--- src/sv/ghs_pkg.sv ---
// Shared types and constants for the GPIB three-wire handshake engine.
`default_nettype none

package ghs_pkg;

  // Configuration port geometry: one 32-bit register at byte address 0.
  localparam int unsigned ApbAddrW = 3;
  localparam int unsigned ApbDataW = 32;
  localparam int unsigned TimeoutW = 8;

  // Register word index, taken from the address bit above the byte offset.
  localparam logic RegTimeout = 1'b0;

  // Timeout count after reset.
  localparam logic [TimeoutW-1:0] TimeoutReset = 8'd5;

  // Request codes carried in the operation field.
  typedef enum logic [1:0] {
    OP_NONE = 2'd0,
    OP_SEND = 2'd1,
    OP_RECV = 2'd2
  } op_e;

  // Completion codes.
  typedef enum logic [2:0] {
    STATUS_OK          = 3'd0,
    STATUS_NDAC_TO     = 3'd1,
    STATUS_NRFD_TO     = 3'd2,
    STATUS_DAV_ASRT_TO = 3'd3,
    STATUS_DAV_REL_TO  = 3'd4
  } status_e;

  // Handshake phases.
  typedef enum logic [2:0] {
    PH_IDLE    = 3'd0,
    PH_TX_NDAC = 3'd1,
    PH_TX_NRFD = 3'd2,
    PH_TX_REL  = 3'd3,
    PH_RX_DAV  = 3'd4,
    PH_RX_REL  = 3'd5
  } phase_e;

  // Bus line drives; a 1 pulls the line low.
  typedef struct packed {
    logic atn;
    logic eoi;
    logic ndac;
    logic nrfd;
    logic dav;
  } line_drives_t;

  // One input beat.
  typedef struct packed {
    logic [1:0] operation;
    logic [7:0] tx_byte;
    logic       tx_last;
    logic       attention;
    logic       time_tick;
    logic       dav_line;
    logic       nrfd_line;
    logic       ndac_line;
    logic       eoi_line;
    logic [7:0] data_lines;
  } in_item_t;

  // One result beat.
  typedef struct packed {
    logic       drive_dav;
    logic       drive_nrfd;
    logic       drive_ndac;
    logic       drive_eoi;
    logic       drive_atn;
    logic [7:0] drive_data;
    logic [7:0] rx_byte;
    logic       rx_end;
    logic       busy_res;
    logic       done_res;
    logic [2:0] status;
  } out_item_t;

endpackage

`default_nettype wire

--- src/sv/ghs_apb_regs.sv ---
// APB register file holding the handshake timeout count.
`default_nettype none

module ghs_apb_regs (
  input  wire logic                          clk_i,
  input  wire logic                          rst_ni,
  input  wire logic                          psel,
  input  wire logic                          penable,
  input  wire logic                          pwrite,
  input  wire logic [ghs_pkg::ApbAddrW-1:0]  paddr,
  input  wire logic [ghs_pkg::ApbDataW-1:0]  pwdata,
  output logic      [ghs_pkg::ApbDataW-1:0]  prdata,
  output logic                               pready,
  output logic      [ghs_pkg::TimeoutW-1:0]  timeout_o
);
  import ghs_pkg::*;

  logic [TimeoutW-1:0] timeout_q;
  logic                wr_en;
  logic                sel_timeout;

  // The word index is the address bit above the byte offset.
  assign sel_timeout = (paddr[ApbAddrW-1] == RegTimeout);
  assign wr_en       = psel & penable & pwrite & pready;
  assign pready      = 1'b1;

  // Timeout register write.
  always_ff @(posedge clk_i or negedge rst_ni) begin
    if (!rst_ni) begin
      timeout_q <= TimeoutReset;
    end else if (wr_en && sel_timeout) begin
      timeout_q <= pwdata[TimeoutW-1:0];
    end
  end

  // Read back; unmapped words read as zero.
  always_comb begin
    prdata = '0;
    if (sel_timeout) begin
      prdata[TimeoutW-1:0] = timeout_q;
    end
  end

  assign timeout_o = timeout_q;

endmodule

`default_nettype wire

--- src/sv/ghs_engine.sv ---
// Handshake state machine: phase, wait counter, held byte and line drives.
`default_nettype none

module ghs_engine (
  input  wire logic                         clk_i,
  input  wire logic                         rst_ni,
  input  wire logic                         step_i,
  input  wire ghs_pkg::in_item_t            item_i,
  input  wire logic [ghs_pkg::TimeoutW-1:0] timeout_i,
  output ghs_pkg::out_item_t                result_o
);
  import ghs_pkg::*;

  phase_e              phase_q, phase_d;
  logic [TimeoutW-1:0] wait_q, wait_d;
  logic [7:0]          byte_q, byte_d;
  logic                end_q, end_d;
  logic                last_q, last_d;
  logic                att_q, att_d;
  line_drives_t        drives_q, drives_d;

  logic                dav_low, nrfd_low, ndac_low;
  logic                expired;
  logic                done;
  status_e             status;
  logic [7:0]          rx_byte;
  logic                rx_end;

  assign dav_low  = ~item_i.dav_line;
  assign nrfd_low = ~item_i.nrfd_line;
  assign ndac_low = ~item_i.ndac_line;

  // A wait runs out once the count has reached the programmed limit.
  assign expired = (wait_q >= timeout_i);

  // Next phase.
  always_comb begin
    phase_d = phase_q;
    case (phase_q)
      PH_IDLE: begin
        if (item_i.operation == OP_SEND) begin
          phase_d = PH_TX_NDAC;
        end else if (item_i.operation == OP_RECV) begin
          phase_d = PH_RX_DAV;
        end
      end
      PH_TX_NDAC: begin
        if (ndac_low) begin
          phase_d = PH_TX_NRFD;
        end else if (expired) begin
          phase_d = PH_IDLE;
        end
      end
      PH_TX_NRFD: begin
        if (!nrfd_low) begin
          phase_d = PH_TX_REL;
        end else if (expired) begin
          phase_d = PH_IDLE;
        end
      end
      PH_TX_REL: begin
        if (!ndac_low) begin
          phase_d = PH_IDLE;
        end
      end
      PH_RX_DAV: begin
        if (dav_low) begin
          phase_d = PH_RX_REL;
        end else if (expired) begin
          phase_d = PH_IDLE;
        end
      end
      PH_RX_REL: begin
        if (!dav_low || expired) begin
          phase_d = PH_IDLE;
        end
      end
      default: begin
        phase_d = PH_IDLE;
      end
    endcase
  end

  // Line drives, wait counter, held data and completion flags.
  always_comb begin
    drives_d = drives_q;
    wait_d   = wait_q;
    byte_d   = byte_q;
    end_d    = end_q;
    last_d   = last_q;
    att_d    = att_q;
    done     = 1'b0;
    status   = STATUS_OK;
    rx_byte  = '0;
    rx_end   = 1'b0;
    case (phase_q)
      PH_IDLE: begin
        if (item_i.operation == OP_SEND) begin
          byte_d       = item_i.tx_byte;
          last_d       = item_i.tx_last;
          att_d        = item_i.attention;
          drives_d     = '0;
          drives_d.atn = item_i.attention;
          wait_d       = '0;
        end else if (item_i.operation == OP_RECV) begin
          drives_d.ndac = 1'b1;
          drives_d.nrfd = 1'b0;
          wait_d        = '0;
        end
      end
      PH_TX_NDAC: begin
        if (ndac_low) begin
          drives_d.nrfd = 1'b0;
          wait_d        = '0;
        end else if (expired) begin
          done   = 1'b1;
          status = STATUS_NDAC_TO;
        end else if (item_i.time_tick) begin
          wait_d = wait_q + 1'b1;
        end
      end
      PH_TX_NRFD: begin
        if (!nrfd_low) begin
          if (last_q && !att_q) begin
            drives_d.eoi = 1'b1;
          end
          drives_d.dav = 1'b1;
        end else if (expired) begin
          done   = 1'b1;
          status = STATUS_NRFD_TO;
        end else if (item_i.time_tick) begin
          wait_d = wait_q + 1'b1;
        end
      end
      PH_TX_REL: begin
        // The release wait of a send is not bounded.
        if (!ndac_low) begin
          done = 1'b1;
        end
      end
      PH_RX_DAV: begin
        if (dav_low) begin
          drives_d.nrfd = 1'b1;
          drives_d.ndac = 1'b0;
          byte_d        = ~item_i.data_lines;
          end_d         = ~item_i.eoi_line;
          wait_d        = '0;
        end else if (expired) begin
          done   = 1'b1;
          status = STATUS_DAV_ASRT_TO;
        end else if (item_i.time_tick) begin
          wait_d = wait_q + 1'b1;
        end
      end
      PH_RX_REL: begin
        if (!dav_low) begin
          drives_d.ndac = 1'b1;
          rx_byte       = byte_q;
          rx_end        = end_q;
          done          = 1'b1;
        end else if (expired) begin
          done   = 1'b1;
          status = STATUS_DAV_REL_TO;
        end else if (item_i.time_tick) begin
          wait_d = wait_q + 1'b1;
        end
      end
      default: begin
      end
    endcase

    // A finished or failed send lets go of DAV and ATN; EOI keeps its level.
    if (done) begin
      if (phase_q inside {PH_TX_NDAC, PH_TX_NRFD, PH_TX_REL}) begin
        drives_d.dav = 1'b0;
        drives_d.atn = 1'b0;
      end
      wait_d = '0;
    end
  end

  // State registers advance once per beat.
  always_ff @(posedge clk_i or negedge rst_ni) begin
    if (!rst_ni) begin
      phase_q  <= PH_IDLE;
      wait_q   <= '0;
      byte_q   <= '0;
      end_q    <= 1'b0;
      last_q   <= 1'b0;
      att_q    <= 1'b0;
      drives_q <= '{atn: 1'b0, eoi: 1'b0, ndac: 1'b0, nrfd: 1'b1, dav: 1'b0};
    end else if (step_i) begin
      phase_q  <= phase_d;
      wait_q   <= wait_d;
      byte_q   <= byte_d;
      end_q    <= end_d;
      last_q   <= last_d;
      att_q    <= att_d;
      drives_q <= drives_d;
    end
  end

  // Result beat, built from the updated state.
  always_comb begin
    result_o.drive_dav  = drives_d.dav;
    result_o.drive_nrfd = drives_d.nrfd;
    result_o.drive_ndac = drives_d.ndac;
    result_o.drive_eoi  = drives_d.eoi;
    result_o.drive_atn  = drives_d.atn;
    result_o.drive_data = (phase_d inside {PH_TX_NRFD, PH_TX_REL}) ? byte_d : 8'h00;
    result_o.rx_byte    = rx_byte;
    result_o.rx_end     = rx_end;
    result_o.busy_res   = (phase_d != PH_IDLE);
    result_o.done_res   = done;
    result_o.status     = status;
  end

endmodule

`default_nettype wire

--- src/sv/gpib_three_wire_handshake.sv ---
// Top level of the GPIB three-wire handshake engine with input and result registers.
//
//   Channel   Direction  Handshake                 Payload
//   --------  ---------  ------------------------  -------------------------
//   in        sink       in_valid_i / in_stall_o   in_item_i  (in_item_t)
//   out       source     out_valid_o / out_stall_i out_item_o (out_item_t)
//   config    APB slave  psel, penable, pready     timeout_ticks at address 0
//
// Each beat is held in the input register, then the state machine steps and
// the result is registered. A new beat is accepted in every cycle while
// results keep draining. A stalled result holds the engine and, once the
// input register is full, stalls the input side. Reset releases all lines
// except NRFD.
`default_nettype none

module gpib_three_wire_handshake (
  input  wire logic                         clk_i,
  input  wire logic                         rst_ni,
  input  wire logic                         in_valid_i,
  output logic                              in_stall_o,
  input  wire ghs_pkg::in_item_t            in_item_i,
  output logic                              out_valid_o,
  input  wire logic                         out_stall_i,
  output ghs_pkg::out_item_t                out_item_o,
  input  wire logic                         psel,
  input  wire logic                         penable,
  input  wire logic                         pwrite,
  input  wire logic [ghs_pkg::ApbAddrW-1:0] paddr,
  input  wire logic [ghs_pkg::ApbDataW-1:0] pwdata,
  output logic      [ghs_pkg::ApbDataW-1:0] prdata,
  output logic                              pready
);
  import ghs_pkg::*;

  logic                in_valid_q;
  in_item_t            in_item_q;
  logic                out_valid_q;
  out_item_t           out_item_q;
  out_item_t           result;
  logic                step;
  logic [TimeoutW-1:0] timeout;

  // The held beat steps the engine when the result register can take it.
  assign step       = in_valid_q & (~out_valid_q | ~out_stall_i);
  assign in_stall_o = in_valid_q & ~step;

  // Input register.
  always_ff @(posedge clk_i or negedge rst_ni) begin
    if (!rst_ni) begin
      in_valid_q <= 1'b0;
    end else if (!in_stall_o) begin
      in_valid_q <= in_valid_i;
    end
  end

  always_ff @(posedge clk_i) begin
    if (in_valid_i && !in_stall_o) begin
      in_item_q <= in_item_i;
    end
  end

  ghs_apb_regs u_regs (
    .clk_i     (clk_i),
    .rst_ni    (rst_ni),
    .psel      (psel),
    .penable   (penable),
    .pwrite    (pwrite),
    .paddr     (paddr),
    .pwdata    (pwdata),
    .prdata    (prdata),
    .pready    (pready),
    .timeout_o (timeout)
  );

  ghs_engine u_engine (
    .clk_i     (clk_i),
    .rst_ni    (rst_ni),
    .step_i    (step),
    .item_i    (in_item_q),
    .timeout_i (timeout),
    .result_o  (result)
  );

  // Result register.
  always_ff @(posedge clk_i or negedge rst_ni) begin
    if (!rst_ni) begin
      out_valid_q <= 1'b0;
    end else if (step) begin
      out_valid_q <= 1'b1;
    end else if (!out_stall_i) begin
      out_valid_q <= 1'b0;
    end
  end

  always_ff @(posedge clk_i) begin
    if (step) begin
      out_item_q <= result;
    end
  end

  assign out_valid_o = out_valid_q;
  assign out_item_o  = out_item_q;

endmodule

`default_nettype wire

--- config.mk ---
export PLATFORM = sky130hd
export DESIGN_NAME = gpib_three_wire_handshake
export DESIGN_NICKNAME = d
export VERILOG_FILES = /design/src/sv/ghs_pkg.sv /design/src/sv/ghs_apb_regs.sv /design/src/sv/ghs_engine.sv /design/src/sv/gpib_three_wire_handshake.sv
export SDC_FILE = /design/constraint.sdc
export NUM_CORES = 1
export LEC_CHECK = 0
export BUFFER_PORTS_ARGS = -buffer_cell sky130_fd_sc_hd__buf_2
export CAP_MARGIN = 15
export CORE_AREA = 2 2 135 137
export DETAILED_ROUTE_END_ITERATION = 16
export DIE_AREA = 0 0 137 139
export PLACE_DENSITY_LB_ADDON = 0.08
export SETUP_SLACK_MARGIN = 0.05
export SLEW_MARGIN = 20
export SYNTH_ARGS = -nofsm -noshare
export SYNTH_HDL_FRONTEND = slang
export SYNTH_HIERARCHICAL = 1
export SYNTH_SLANG_ARGS = --single-unit
--- constraint.sdc ---
create_clock -name clk_i -period 10.4 [get_ports clk_i]
set_input_delay 1.04 -clock clk_i [delete_from_list [all_inputs] [get_ports clk_i]]
set_output_delay 1.04 -clock clk_i [all_outputs]
set_load 0.005 [all_outputs]
# Word level (Yosys, flattened, before mapping)
# Cells that the tools add are included.
dict set report totals {
  reg_bits 89
  output_inout_bits 62
  in_bits 67
}
dict set report op_classes {
  n_reduce_logical 15
  muxes 60
  magnitude_cmp 1
  n_eq_ne 13
  addsub 1
  n_bitwise 12
}
# operator count
set ops {}
lappend ops {{8-bit two-way mux} 12}
lappend ops {{8-bit one-hot mux with 5 select lines} 1}
lappend ops {{3-bit two-way mux} 13}
lappend ops {{1-bit two-way mux} 20}
lappend ops {{3-bit one-hot mux with 6 select lines} 1}
lappend ops {{8-bit one-hot mux with 2 select lines} 1}
lappend ops {{3-bit by 2-bit == test with 1-bit output (second input constant)} 4}
lappend ops {{2-bit two-way mux} 6}
lappend ops {{3-bit one-hot mux with 4 select lines} 1}
lappend ops {{8-bit by 1-bit adder with 8-bit output (second input constant)} 1}
lappend ops {{8-bit >= comparator} 1}
lappend ops {{8-bit NOT} 1}
lappend ops {{3-bit == test (second input constant)} 2}
lappend ops {{3-bit by 2-bit != test with 1-bit output (second input constant)} 2}
lappend ops {{1-bit NOT} 6}
lappend ops {{1-bit one-hot mux with 3 select lines} 2}
lappend ops {{3-bit AND reduction} 2}
lappend ops {{3-bit nonzero test} 2}
lappend ops {{6-bit nonzero test} 1}
lappend ops {{1-bit one-hot mux with 5 select lines} 1}
lappend ops {{5-bit AND reduction} 1}
lappend ops {{1-bit bitwise AND} 4}
lappend ops {{4-bit by 1-bit != test with 1-bit output (second input constant)} 1}
lappend ops {{1-bit one-hot mux with 2 select lines} 2}
lappend ops {{11 further kinds} 14}

# Longest topological paths before layout
dict set report depth {
  depth_word 7
  depth_mapped 10
  ltp_nobuf 9
}

# Cells and area by module
# The synthesis kept the hierarchy.
# module cells_per_inst area_each_um2 instances seq_area_each_um2
set modules_own_cells {}
lappend modules_own_cells {ghs_engine 268 2113.3 1 676.9}
lappend modules_own_cells {gpib_three_wire_handshake 60 1654.1 1 1611.5}
lappend modules_own_cells {ghs_apb_regs 52 581.8 1 202.7}

# Worst setup path before layout
# No wires, ideal clock.
dict set report synth_timing {
  kind {input to register}
  from {in out_stall_i}
  to {reg u_engine.wait_q[7]}
  path_buffers 1
  path_slack_ps 6181
  setup_ps 83
  t_arrival_ps 4136
  path_stages 6
  path_cell_list {a21boi_0 > clkbuf_1 > and3_1 > nand2_1 > or3_1 > o21ai_0}
}
dict set report synth_via {
  elab_chain_len 4
}
# element line_no
set synth_rtl {}
lappend synth_rtl {{from (decl)} gpib_three_wire_handshake.sv:23} ;# input wire logic out_stall_i,
lappend synth_rtl {{1-bit NOT} gpib_three_wire_handshake.sv:44} ;# assign step = in_valid_q & (~out_valid_q | ~out_stall_i);
lappend synth_rtl {{1-bit bitwise OR} gpib_three_wire_handshake.sv:44}
lappend synth_rtl {{1-bit bitwise AND} gpib_three_wire_handshake.sv:44}
lappend synth_rtl {{5-bit AND reduction (no line)} -}
lappend synth_rtl {{to (signal assigned)} ghs_engine.sv:194} ;# wait_q <= wait_d;
lappend synth_rtl {{to (decl)} ghs_engine.sv:15} ;# logic [TimeoutW-1:0] wait_q, wait_d;
# Every way passes these cells.
# A chain may end at the register's enable or synchronous reset.

==> reports/metrics.cfg <==
[clock_tree]
clk_path_buf_depth=2
clock-sinks=89
numCtsBuffers=9
postCtsSetupBuffers=0
htree_levels=3
cts.repair.resized=0
clkLatencyLatePin_ns=0.35
cts_tree=yes
clk_pin_slew_ns=0.07
ctsHoldBuffers=0
root_buffer=clkbuf_16

[place]
place_congestion=0.7961
hpwlAfterDp_microns=6992
portBuffers=77
postPlaceCellArea_sq_um=4888

[worst_setup_path]
crit_required_ns=10.48
slowest_delay_ns=0.54
criticalPathCategory=flop to flop
path_common_cell=nor3_1
worst-r2r-cell-count=8
crit_buf_inv=1
rr_endpoint=out_item_o[26]
arrival_ns=2.90
critPathMaxFanout=9
start_kind=flop
cp_slowest_cell=dfstp_2
r2r_setup_slack_ns=7.58
reg2reg_from=u_regs/timeout_o[2]
critPathCaptureType=flop
cp_top_family=compound AO/OA/AOI/OAI gates
crit_chain=inv_1 -> ha_1 -> o21ai_0 -> a21oi_1 -> a21oi_4 -> a21o_1 -> nor3_1 -> nor3_1

[timing]
period_minus_slack_ns=2.825
rsz0062_at_grt=no
final.period_utilization_pct=27.16
setup_tns_ns=0
maxSlewHeadroom_pct=36.93
hold_viol_final=0
maxSlewViolCount=0
finalSetupViolCount=0
worst_pin_slew_ns=0.9461
finClkSkew_ns=0.008748
maxClockFrequency_mhz=354.0

[global_route]
grt_pass1_vias=3038
overflow=0
grt_pass1_wl_microns=16750
grt_max_degree=56
antenna_found_initial=0
track_usage_pct=11.46

[synthesis]
ys.flop_type=edfxtp_1
avgSynthCellArea_sq_um=11.45
synth_top_cell_area_share_pct=35.90
async_flop_share_pct=41.57
ys_seq_area_share_pct=57.28
yosys.area.top_type=edfxtp_1
syn_area_sq_um=4349
ys_ff_latch=89
synthTopCellsByArea=edfxtp_1 (36%), dfrtp_1 (20%), buf_4 (4.7%)
yosysUniqueCellTypes=57
synthCells=380
ys_warn_count=6
synth_enable_flop_cells=52

[worst_hold_path]
hp-class=flop to flop
whs_path_depth=1
hold_end=u_engine/end_q
hp-start=in_item_q[8]

[floorplanning]
rows=49
io_pins=129
start_util_pct=24.63
die_h_microns=139
fp.coreArea_sq_um=17660
die-area_sq_um=19040
die-width_microns=137

[layout]
area_delta_synth_final_pct=19.85
layout-drive-gt1-share_pct=28.42
fillers=1906
finalNetCount=532
diodes=0
multiInputGateArea_sq_um=1602
mostFrequentLayoutCell=buf_2
final_cell_mix=buf_2 (77), edfxtp_1 (52), dfrtp_1 (34)
final_area_sq_um=5213
area.sequential_sq_um=2491

[drt]
num_vias=2996
drt_first_pass_iters=4
wl_per_cell_microns=15.03
drt_iter0_drc=152
routed_wl_microns=10370
antenna_left=0
remaining_drc_errors=0
vias_per_cell=4.342

[pwr]
powerDensity_nw_per_um2=233.5
p_leak_nw=2.218
ir_worst_vdd_uv=96.69

[flow_run]
cap_viol_max_count=0

[run_status]
status=finished clean

## cells by family after synthesis
family                     share of synthesized area [%]
buffers and inverters                              8.141
adders and majority gates                          2.819
AOI/OAI and AO/OA                                  13.35
muxes                                              3.539
other                                             0.1727
and+or+nand+nor                                    14.50
xor gates and xnor gates                          0.2014
DFF                                                57.28
## final cells by class
type	count	area share, %
clock buffers	9	4.321
clock inverters	7	1.896
inverters	27	1.944
multi-input cells	249	30.72
flip-flops and latches	89	47.79
well taps	229	5.497
repair buffers	80	7.825
## state kept, by name, summed over array words and instances (netlist names)
signal	cells
out_item_o	27
in_item_q	25
u_engine/byte_q	8
u_engine/wait_q	8
u_regs/timeout_o	8
u_engine/drives_q	5
u_engine/phase_q	3
in_valid_q	1
out_valid_o	1
u_engine/att_q	1
u_engine/end_q	1
u_engine/last_q	1
## synth_stat cells (all sizes together), types with 6 or more instances
library cell  number
clkbuf             9
nand2b             6
and2b              8
ha                 9
nand4              8
nand2             27
a21oi             22
mux2              11
inv               27
dfrtp             34
nor2              22
a22o               8
nor3               6
nand3             10
edfxtp            52
o21ai             22
buf               29
and2              13
## layer usage
metal  global-route usage [%]  routed length [microns]  part of all wire, %
met4                    3.798                      145                  1.4
met3                    3.509                      568                  5.5
met1                    16.14                     5020                   48
met2                    16.65                     4636                   45
met5                        0                        0                    0
## where the power goes
group | internal, W | switching, W | total [W] | leakage (nW)
Clock | 0.000213 | 0.000145 | 0.000358 | 0.157
Sequential | 0.000458 | 0.0000666 | 0.000525 | 0.950
Combinational | 0.000141 | 0.000194 | 0.000335 | 1.11
## through the flow
stage / total power [W] / std cells / hold slack, ns / setup WS (ns) / utilization (%)
after detailed placement: 0.0008731 / 674 / 0.4387 / 7.542 / 27.69
after floorplan: 0.0007670 / 403 / 0.4115 / 6.181 / -
final: 0.001217 / 690 / 0.4640 / 7.575 / 29.52
after CTS: 0.001239 / 690 / 0.4677 / 7.601 / 29.52
after global routing: 0.001304 / 690 / 0.4958 / 7.439 / 29.52
after global placement: 0.0008681 / 674 / 0.4574 / 7.541 / 27.69
## worst max path at each step
stage	from	to	slack [ns]	cells after the start
after global routing	u_regs/timeout_o[2]	out_item_o[26]	7.44	8
after global placement	out_stall_i	u_engine/wait_q[7]	7.54	7
after CTS	u_regs/timeout_o[2]	out_item_o[26]	7.60	8
after floorplan	out_stall_i	u_engine/wait_q[7]	6.18	6
after detailed placement	out_stall_i	u_engine/wait_q[0]	7.54	6
final	u_regs/timeout_o[2]	out_item_o[26]	7.58	8
No activity file was read; power rests on OpenSTA's default activity.
